### src/tepm_pkg.sv
`timescale 1ns / 1ps

package tepm_pkg;

  localparam int unsigned QUEUE_DEPTH = 16;
  localparam int unsigned IDX_W       = (QUEUE_DEPTH > 1) ? $clog2(QUEUE_DEPTH) : 1;
  localparam int unsigned FILL_W      = $clog2(QUEUE_DEPTH + 1);

  localparam int unsigned TS_W   = 48;
  localparam int unsigned WIN_W  = 24;
  localparam int unsigned CNT_W  = 32;
  localparam int unsigned PEND_W = 5;
  localparam int unsigned OP_W   = 2;

  localparam logic [WIN_W-1:0] WIN_RESET = 24'd50000;

  localparam int unsigned OUT_FIELDS_W = 5 * CNT_W + 2 * TS_W + 2 * PEND_W;
  localparam int unsigned OUT_TDATA_W  = ((OUT_FIELDS_W + 7) / 8) * 8;

  typedef enum logic [OP_W-1:0] {
    OP_PUSH_REF  = 2'd0,
    OP_PUSH_CAND = 2'd1,
    OP_MATCH     = 2'd2
  } op_e;

  typedef enum logic [3:0] {
    ST_IDLE,
    ST_PUSH,
    ST_EXPIRY,
    ST_PAIR_RD,
    ST_PAIR_CMP,
    ST_PAIR_ACC,
    ST_REF_RD,
    ST_REF_CMP,
    ST_CAND_RD,
    ST_CAND_CMP,
    ST_EMIT
  } state_e;

  typedef struct packed {
    logic push;
    logic pop;
  } q_cmd_t;

endpackage

### src/timestamp_event_pair_matcher.sv
`timescale 1ns / 1ps

// timestamp event pair matcher
// s_axis carries one transaction per event: tuser selects push reference,
// push candidate or match, tdata holds the timestamp (or current time).
// every accepted transaction yields exactly one m_axis transaction with the
// counters, delta sum, largest delta and queue fills after that item.
// cfg_* writes the 24 bit match window; write it only while the block is idle.
// a push goes from the accepting cycle through the push state to the emit state;
// a match computes the expiry bound, runs pairing steps while both queues hold
// entries (at most 31 pairing steps at depth 16), then checks the reference head
// and then the candidate head in the expiry pass until each queue is empty or its
// head is kept, and then emits; each head compare waits on the registered read of the two queue memories.
// one item is in work at a time; the next is accepted as soon as the result
// has moved into the output register, even while m_axis is stalled.
// a stalled m_axis holds the result and blocks only the following result.
// reset empties both queues, clears all counters and the delta sum, and
// sets the window to 50000 us; queue memories need no clearing.

module timestamp_event_pair_matcher (
  input  logic        clk_i,
  input  logic        rst_ni,
  input  logic        cfg_valid_i,
  output logic        cfg_ready_o,
  input  logic [23:0] cfg_data_i,     // match_window_us
  input  logic        s_axis_tvalid,
  output logic        s_axis_tready,
  input  logic [47:0] s_axis_tdata,   // event time in us
  input  logic [1:0]  s_axis_tuser,   // operation
  output logic        m_axis_tvalid,
  input  logic        m_axis_tready,
  // matched_count, reference_only_count, candidate_only_count, reference_total,
  // candidate_total, delta_sum_us, max_abs_delta_us, reference_pending,
  // candidate_pending, zero padding
  output logic [tepm_pkg::OUT_TDATA_W-1:0] m_axis_tdata
);

  localparam int unsigned TS_W  = tepm_pkg::TS_W;
  localparam int unsigned CNT_W = tepm_pkg::CNT_W;

  tepm_pkg::state_e state_q, state_d;

  logic [tepm_pkg::WIN_W-1:0] win_q;
  tepm_pkg::op_e              op_q;
  logic [TS_W-1:0]            ts_q;
  logic [TS_W-1:0]            expiry_q;

  logic [CNT_W-1:0] matched_q, ref_only_q, cand_only_q, ref_total_q, cand_total_q;
  logic [TS_W-1:0]  acc_q;
  logic [TS_W-1:0]  max_q;

  logic [TS_W:0]    diff_q;
  logic [TS_W-1:0]  mag_q;
  logic             c_gt_r_q;

  logic                             out_valid_q;
  logic [tepm_pkg::OUT_TDATA_W-1:0] out_data_q;

  tepm_pkg::q_cmd_t             ref_cmd, cand_cmd;
  logic [TS_W-1:0]              ref_head, cand_head;
  logic [tepm_pkg::FILL_W-1:0]  ref_fill, cand_fill;
  logic                         ref_full, cand_full, ref_empty, cand_empty;

  logic            in_accept;
  logic            out_free;
  logic [TS_W:0]   now_minus_win;
  logic [TS_W:0]   diff_cr, diff_rc;
  logic            in_win;
  logic [TS_W+1:0] acc_sum;
  logic [TS_W-1:0] acc_sat;
  logic            ref_expired, cand_expired;

  logic inc_matched, inc_ref_only, inc_cand_only, inc_ref_total, inc_cand_total;
  logic acc_en, expiry_en, diff_en, emit_load;

  function automatic logic [CNT_W-1:0] sat_inc(input logic [CNT_W-1:0] v);
    return (&v) ? v : v + CNT_W'(1);
  endfunction

  tepm_queue u_ref_queue (
    .clk_i       (clk_i),
    .rst_ni      (rst_ni),
    .cmd_i       (ref_cmd),
    .wdata_i     (ts_q),
    .head_data_o (ref_head),
    .fill_o      (ref_fill)
  );

  tepm_queue u_cand_queue (
    .clk_i       (clk_i),
    .rst_ni      (rst_ni),
    .cmd_i       (cand_cmd),
    .wdata_i     (ts_q),
    .head_data_o (cand_head),
    .fill_o      (cand_fill)
  );

  assign ref_full   = (ref_fill == tepm_pkg::FILL_W'(tepm_pkg::QUEUE_DEPTH));
  assign cand_full  = (cand_fill == tepm_pkg::FILL_W'(tepm_pkg::QUEUE_DEPTH));
  assign ref_empty  = (ref_fill == '0);
  assign cand_empty = (cand_fill == '0);

  assign cfg_ready_o   = 1'b1;
  assign in_accept     = s_axis_tvalid && s_axis_tready;
  assign out_free      = !out_valid_q || m_axis_tready;
  assign m_axis_tvalid = out_valid_q;
  assign m_axis_tdata  = out_data_q;

  // datapath
  assign now_minus_win = {1'b0, ts_q} - {{(TS_W + 1 - tepm_pkg::WIN_W){1'b0}}, win_q};
  assign diff_cr       = {1'b0, cand_head} - {1'b0, ref_head};
  assign diff_rc       = {1'b0, ref_head} - {1'b0, cand_head};
  assign in_win        = (mag_q <= {{(TS_W - tepm_pkg::WIN_W){1'b0}}, win_q});
  assign acc_sum       = {{2{acc_q[TS_W-1]}}, acc_q} + {diff_q[TS_W], diff_q};
  assign ref_expired   = (ref_head < expiry_q);
  assign cand_expired  = (cand_head < expiry_q);

  // clamp to the 48 bit signed range
  always_comb begin
    if ((acc_sum[TS_W+1] == acc_sum[TS_W]) && (acc_sum[TS_W] == acc_sum[TS_W-1])) begin
      acc_sat = acc_sum[TS_W-1:0];
    end else if (acc_sum[TS_W+1]) begin
      acc_sat = {1'b1, {(TS_W - 1){1'b0}}};
    end else begin
      acc_sat = {1'b0, {(TS_W - 1){1'b1}}};
    end
  end

  // next state
  always_comb begin
    state_d = state_q;
    unique case (state_q)
      tepm_pkg::ST_IDLE: begin
        if (in_accept) begin
          unique case (s_axis_tuser)
            tepm_pkg::OP_PUSH_REF,
            tepm_pkg::OP_PUSH_CAND: state_d = tepm_pkg::ST_PUSH;
            tepm_pkg::OP_MATCH:     state_d = tepm_pkg::ST_EXPIRY;
            default:                state_d = tepm_pkg::ST_EMIT;
          endcase
        end
      end
      tepm_pkg::ST_PUSH:     state_d = tepm_pkg::ST_EMIT;
      tepm_pkg::ST_EXPIRY:   state_d = tepm_pkg::ST_PAIR_RD;
      tepm_pkg::ST_PAIR_RD: begin
        state_d = (ref_empty || cand_empty) ? tepm_pkg::ST_REF_RD : tepm_pkg::ST_PAIR_CMP;
      end
      tepm_pkg::ST_PAIR_CMP: state_d = tepm_pkg::ST_PAIR_ACC;
      tepm_pkg::ST_PAIR_ACC: state_d = tepm_pkg::ST_PAIR_RD;
      tepm_pkg::ST_REF_RD: begin
        state_d = ref_empty ? tepm_pkg::ST_CAND_RD : tepm_pkg::ST_REF_CMP;
      end
      tepm_pkg::ST_REF_CMP: begin
        state_d = ref_expired ? tepm_pkg::ST_REF_RD : tepm_pkg::ST_CAND_RD;
      end
      tepm_pkg::ST_CAND_RD: begin
        state_d = cand_empty ? tepm_pkg::ST_EMIT : tepm_pkg::ST_CAND_CMP;
      end
      tepm_pkg::ST_CAND_CMP: begin
        state_d = cand_expired ? tepm_pkg::ST_CAND_RD : tepm_pkg::ST_EMIT;
      end
      tepm_pkg::ST_EMIT: begin
        if (out_free) begin
          state_d = tepm_pkg::ST_IDLE;
        end
      end
      default: state_d = tepm_pkg::ST_IDLE;
    endcase
  end

  // control outputs
  always_comb begin
    s_axis_tready  = 1'b0;
    ref_cmd        = '0;
    cand_cmd       = '0;
    inc_matched    = 1'b0;
    inc_ref_only   = 1'b0;
    inc_cand_only  = 1'b0;
    inc_ref_total  = 1'b0;
    inc_cand_total = 1'b0;
    acc_en         = 1'b0;
    expiry_en      = 1'b0;
    diff_en        = 1'b0;
    emit_load      = 1'b0;
    unique case (state_q)
      tepm_pkg::ST_IDLE: s_axis_tready = 1'b1;
      tepm_pkg::ST_PUSH: begin
        if (op_q == tepm_pkg::OP_PUSH_REF) begin
          ref_cmd.push  = 1'b1;
          inc_ref_total = 1'b1;
          inc_ref_only  = ref_full;
        end else begin
          cand_cmd.push  = 1'b1;
          inc_cand_total = 1'b1;
          inc_cand_only  = cand_full;
        end
      end
      tepm_pkg::ST_EXPIRY:   expiry_en = 1'b1;
      tepm_pkg::ST_PAIR_CMP: diff_en   = 1'b1;
      tepm_pkg::ST_PAIR_ACC: begin
        if (in_win) begin
          inc_matched  = 1'b1;
          acc_en       = 1'b1;
          ref_cmd.pop  = 1'b1;
          cand_cmd.pop = 1'b1;
        end else if (c_gt_r_q) begin
          inc_ref_only = 1'b1;
          ref_cmd.pop  = 1'b1;
        end else begin
          inc_cand_only = 1'b1;
          cand_cmd.pop  = 1'b1;
        end
      end
      tepm_pkg::ST_REF_CMP: begin
        inc_ref_only = ref_expired;
        ref_cmd.pop  = ref_expired;
      end
      tepm_pkg::ST_CAND_CMP: begin
        inc_cand_only = cand_expired;
        cand_cmd.pop  = cand_expired;
      end
      tepm_pkg::ST_EMIT: emit_load = out_free;
      default: ;
    endcase
  end

  always_ff @(posedge clk_i or negedge rst_ni) begin
    if (!rst_ni) begin
      state_q      <= tepm_pkg::ST_IDLE;
      win_q        <= tepm_pkg::WIN_RESET;
      matched_q    <= '0;
      ref_only_q   <= '0;
      cand_only_q  <= '0;
      ref_total_q  <= '0;
      cand_total_q <= '0;
      acc_q        <= '0;
      max_q        <= '0;
      out_valid_q  <= 1'b0;
    end else begin
      state_q <= state_d;
      if (cfg_valid_i) begin
        win_q <= cfg_data_i;
      end
      if (inc_matched)    matched_q    <= sat_inc(matched_q);
      if (inc_ref_only)   ref_only_q   <= sat_inc(ref_only_q);
      if (inc_cand_only)  cand_only_q  <= sat_inc(cand_only_q);
      if (inc_ref_total)  ref_total_q  <= sat_inc(ref_total_q);
      if (inc_cand_total) cand_total_q <= sat_inc(cand_total_q);
      if (acc_en) begin
        acc_q <= acc_sat;
        if (mag_q > max_q) begin
          max_q <= mag_q;
        end
      end
      if (emit_load) begin
        out_valid_q <= 1'b1;
      end else if (m_axis_tready) begin
        out_valid_q <= 1'b0;
      end
    end
  end

  always_ff @(posedge clk_i) begin
    if (in_accept) begin
      op_q <= tepm_pkg::op_e'(s_axis_tuser);
      ts_q <= s_axis_tdata;
    end
    // expiry bound is zero while the current time has not passed the window
    if (expiry_en) begin
      expiry_q <= now_minus_win[TS_W] ? '0 : now_minus_win[TS_W-1:0];
    end
    if (diff_en) begin
      diff_q   <= diff_cr;
      mag_q    <= diff_cr[TS_W] ? diff_rc[TS_W-1:0] : diff_cr[TS_W-1:0];
      c_gt_r_q <= !diff_cr[TS_W];
    end
    if (emit_load) begin
      out_data_q <= tepm_pkg::OUT_TDATA_W'({
        tepm_pkg::PEND_W'(cand_fill),
        tepm_pkg::PEND_W'(ref_fill),
        max_q,
        acc_q,
        cand_total_q,
        ref_total_q,
        cand_only_q,
        ref_only_q,
        matched_q
      });
    end
  end

endmodule

### src/tepm_queue.sv
`timescale 1ns / 1ps

module tepm_queue (
  input  logic                        clk_i,
  input  logic                        rst_ni,
  input  tepm_pkg::q_cmd_t            cmd_i,
  input  logic [tepm_pkg::TS_W-1:0]   wdata_i,
  output logic [tepm_pkg::TS_W-1:0]   head_data_o,
  output logic [tepm_pkg::FILL_W-1:0] fill_o
);

  localparam int unsigned SUM_W = tepm_pkg::IDX_W + 1;

  logic [tepm_pkg::TS_W-1:0]   mem [tepm_pkg::QUEUE_DEPTH];
  logic [tepm_pkg::TS_W-1:0]   rdata_q;
  logic [tepm_pkg::IDX_W-1:0]  head_q, head_d, head_next;
  logic [tepm_pkg::FILL_W-1:0] fill_q, fill_d;
  logic [SUM_W-1:0]            tail_sum;
  logic [tepm_pkg::IDX_W-1:0]  waddr;
  logic                        full;

  assign full = (fill_q == tepm_pkg::FILL_W'(tepm_pkg::QUEUE_DEPTH));

  assign head_next = (head_q == tepm_pkg::IDX_W'(tepm_pkg::QUEUE_DEPTH - 1)) ?
                     '0 : head_q + tepm_pkg::IDX_W'(1);

  // tail slot is (head + fill) mod depth; a full queue overwrites its head
  assign tail_sum = SUM_W'(head_q) + SUM_W'(fill_q);
  assign waddr    = (tail_sum >= SUM_W'(tepm_pkg::QUEUE_DEPTH)) ?
                    tepm_pkg::IDX_W'(tail_sum - SUM_W'(tepm_pkg::QUEUE_DEPTH)) :
                    tepm_pkg::IDX_W'(tail_sum);

  always_comb begin
    head_d = head_q;
    fill_d = fill_q;
    if (cmd_i.push) begin
      if (full) begin
        head_d = head_next;
      end else begin
        fill_d = fill_q + tepm_pkg::FILL_W'(1);
      end
    end else if (cmd_i.pop && (fill_q != '0)) begin
      head_d = head_next;
      fill_d = fill_q - tepm_pkg::FILL_W'(1);
    end
  end

  always_ff @(posedge clk_i or negedge rst_ni) begin
    if (!rst_ni) begin
      head_q <= '0;
      fill_q <= '0;
    end else begin
      head_q <= head_d;
      fill_q <= fill_d;
    end
  end

  always_ff @(posedge clk_i) begin
    if (cmd_i.push) begin
      mem[waddr] <= wdata_i;
    end
    rdata_q <= mem[head_q];
  end

  assign head_data_o = rdata_q;
  assign fill_o      = fill_q;

endmodule

### config.mk
export PLATFORM = sky130hd
export DESIGN_NAME = timestamp_event_pair_matcher
export DESIGN_NICKNAME = d
export VERILOG_FILES = /design/src/tepm_pkg.sv /design/src/timestamp_event_pair_matcher.sv /design/src/tepm_queue.sv
export SDC_FILE = /design/constraint.sdc
export NUM_CORES = 2
export LEC_CHECK = 0
export BUFFER_PORTS_ARGS = -buffer_cell sky130_fd_sc_hd__clkbuf_2
export CORE_ASPECT_RATIO = 1.5
export CORE_MARGIN = 3
export CORE_UTILIZATION = 56
export DETAILED_ROUTE_END_ITERATION = 16
export PLACE_DENSITY_LB_ADDON = 0.05
export SETUP_SLACK_MARGIN = 0.1
export SYNTH_ARGS = -nofsm -noshare
export SYNTH_HDL_FRONTEND = slang
export SYNTH_SLANG_ARGS = --single-unit
### constraint.sdc
create_clock -name clk_i -period 15.3 [get_ports clk_i]
set_input_delay 4.59 -clock clk_i [delete_from_list [all_inputs] [get_ports clk_i]]
set_output_delay 4.59 -clock clk_i [all_outputs]
set_load 0.05 [all_outputs]
==> impl_metrics.env <==
export IMPL_synthFlopType="edfxtp_1"
export IMPL_synth_seq_cells=2396
export IMPL_cap_violations=0
export IMPL_rows=190
export IMPL_place_area_um2=106300
export IMPL_r2r_start="u_ref_queue.head_data_o[3]"
export IMPL_yosysTopAreaCellShare=0.5926
export IMPL_yosysTopAreaCell="edfxtp_1"
export IMPL_cp_startpoint="state_q[0]"
export IMPL_synthTopCellsByCount="1997 x edfxtp_1, 353 x ha_1, 337 x mux4_2"
export IMPL_avgViaCountPerCell=5.983
export IMPL_clk_pin_slew_ps=60
export IMPL_start_kind="register"
export IMPL_intPower_w=0.01385
export IMPL_dp_hpwl_um=148800
export IMPL_grt_pass1_wl_um=351400
export IMPL_wire_per_inst_um=25.07
export IMPL_skew_ps=40.49
export IMPL_synthesis_area_um2=101200
export IMPL_cts_hold_buf=0
export IMPL_avgSynthCellArea_um2=15.97
export IMPL_ant_nets=0
export IMPL_n_fill_cell=13200
export IMPL_cts_tree="yes"
export IMPL_fin_crit_sh=0.4502
export IMPL_yosysUniqueCellTypes=82
export IMPL_cts_resized=0
export IMPL_power_frac_seq=0.415
export IMPL_syn_inst=6337
export IMPL_cp_end_kind="output port"
export IMPL_num_nets_final=7224
export IMPL_fin_area_um2=113300
export IMPL_seqCellArea_um2=69510
export IMPL_core_um2=179200
export IMPL_overflow=0
export IMPL_min_period_ps=6889
export IMPL_htree_levels=4
export IMPL_power_share_clock=0.259
export IMPL_multiInputGateArea_um2=29990
export IMPL_ir_drop_uv=151.0
export IMPL_path_class="register to output port"
export IMPL_die_h_um=526.6
export IMPL_cts_setup_buffers=0
export IMPL_power_density_nw_per_um2=183.8
export IMPL_worstPathMaxFanout=14
export IMPL_syn2layout_area_growth_pct=12.00
export IMPL_cts_path_max_buffers=4
export IMPL_yosys_warnings=0
export IMPL_dieArea_um2=186000
export IMPL_yosysSeqAreaShare=0.6866
export IMPL_worst_pin_slew_ps=1145
export IMPL_antenna_found_initial=6
export IMPL_switching_share=0.3352
export IMPL_routabilityCongestion=0.9932
export IMPL_synth_top_cells_by_area="edfxtp_1 59%, mux4_2 7.5%, dfrtp_1 7.3%"
export IMPL_initial_core_util=0.5646
export IMPL_comb_power_share=0.326
export IMPL_cts_sinks=2396
export IMPL_wl_um=234800
export IMPL_first_global_vias=56700
export IMPL_hold_viol=0
export IMPL_tns_ps=0
export IMPL_first_pass_iters=5
export IMPL_synthArstFlopShare=0.1265
export IMPL_hold_start="max_q[28]"
export IMPL_clk_latency_ps=860
export IMPL_rsz0062_at_grt="no"
export IMPL_synth_edf_count=1997
export IMPL_slew_violations=0
export IMPL_numPortBuffers=346
export IMPL_drc=0
export IMPL_grt_max_degree=141
export IMPL_worstPathRequired_ps=10710
export IMPL_arrival_ps=2300
export IMPL_synth_most_common_cell="edfxtp_1"
export IMPL_post_route_cells_drive_above_1_share=0.1879
export IMPL_p_leak_nw=41.56
export IMPL_num_vias=56020
export IMPL_fmax_ghz=0.1452
export IMPL_p_sw_w=0.006983
export IMPL_ctsRootBufferMaster="clkbuf_16"
export IMPL_hold_path_class="register to register"
export IMPL_die_x_um=353.1
export IMPL_status="finished, final reports clean"
export IMPL_relSlewSlack=0.2348
export IMPL_grt_usage=0.2514
export IMPL_setup_viol=0
export IMPL_ios=354
export IMPL_cts_inserted_buffers=218
export IMPL_drtIter0Drc=4827
[registers in the layout, summed over array words and instances (netlist names), 5 cells and up]
register	cells
acc_q	48
cand_only_q	32
cand_total_q	32
diff_q	49
expiry_q	48
m_axis_tdata	266
mag_q	47
matched_q	32
max_q	48
ref_only_q	32
ref_total_q	32
ts_q	48
u_cand_queue.fill_o	5
u_cand_queue.head_data_o	48
u_cand_queue.mem	768
u_ref_queue.fill_o	5
u_ref_queue.head_data_o	48
u_ref_queue.mem	768
win_q	24
[stage by stage]
step	std cells	utilization	power (W)	worst slack (ps)	hold WS [ps]
after detailed placement	8964	0.5930	0.01558	8382	429.8
after global placement	8964	0.5930	0.01547	8396	433.2
final	9363	0.6323	0.02083	8411	444.0
after global routing	9363	0.6323	0.02189	8289	452.3
after floorplan	6342	-	0.01357	2940	424.9
after CTS	9362	0.6323	0.02097	8377	442.9
[metal layers]
metal  GRT usage  vias up  wire, um
met2      0.4424     1733    120000
met5           0        -        13
met3     0.03112      468     12410
li1            -    25420         -
met4     0.08704        2      8374
met1      0.3242    28400     93950
[worst max-delay path: stages, from the launching register on]
cell	delay (ps)
dfrtp_1	530
nor4_1	520
clkbuf_2	410
[layout by cell type (no fill, tap or decap), types with 169 or more instances in the layout]
cell type,count
clkbuf_16,219
nor2_1,189
a21oi_1,289
nand2_1,332
edfxtp_1,1997
dfrtp_1,289
o21ai_0,284
a21o_1,169
clkbuf_2,345
mux4_2,337
xnor2_1,209
inv_1,280
ha_1,353
[path summary, 6_finish.rpt]
check | to | slack, ps | depth (start not counted)
min in group asynchronous | ref_total_q[18] | 3800 | 1
worst max register to register | mag_q[13] | 9790 | 15
worst min register to register | m_axis_tdata[236] | 440 | 0
worst max-delay path | s_axis_tready | 8410 | 2
worst min-delay path | m_axis_tdata[236] | 440 | 0
max in group asynchronous | matched_q[19] | 10130 | 2
[layout make-up]
cell class | count | share of cell area
Multi-Input combinational cell | 3413 | 0.2646
Sequential cell | 2396 | 0.6133
Tap cell | 2400 | 0.02649
Clock inverter | 97 | 0.008511
Clock buffer | 301 | 0.05372
Timing Repair Buffer | 475 | 0.02413
Antenna cell | 1 | 0.00002208
Inverter | 280 | 0.009273
[power by group through the flow]
stage | Combinational (W) | Sequential, W | Clock, W
floorplan | 0.00474 | 0.00883 | 0
global placement | 0.00670 | 0.00877 | 0
detailed placement | 0.00679 | 0.00879 | 0
CTS | 0.00681 | 0.00865 | 0.00550
global route | 0.00743 | 0.00871 | 0.00575
finish | 0.00679 | 0.00865 | 0.00539
[cells by family after synthesis]
| family | Yosys count | synth area share |
|---|---|---|
| adder cells (fa/ha/maj) | 361 | 0.04523 |
| multiplexers | 588 | 0.1009 |
| other | 2 | 0.00007421 |
| XOR/XNOR | 326 | 0.02821 |
| buffers and inverters | 533 | 0.02035 |
| AND/OR/NAND/NOR | 1017 | 0.04850 |
| flip-flops | 2396 | 0.6866 |
| AO/OA/AOI/OAI | 1114 | 0.07014 |
Power figures use the tool's default switching activity.
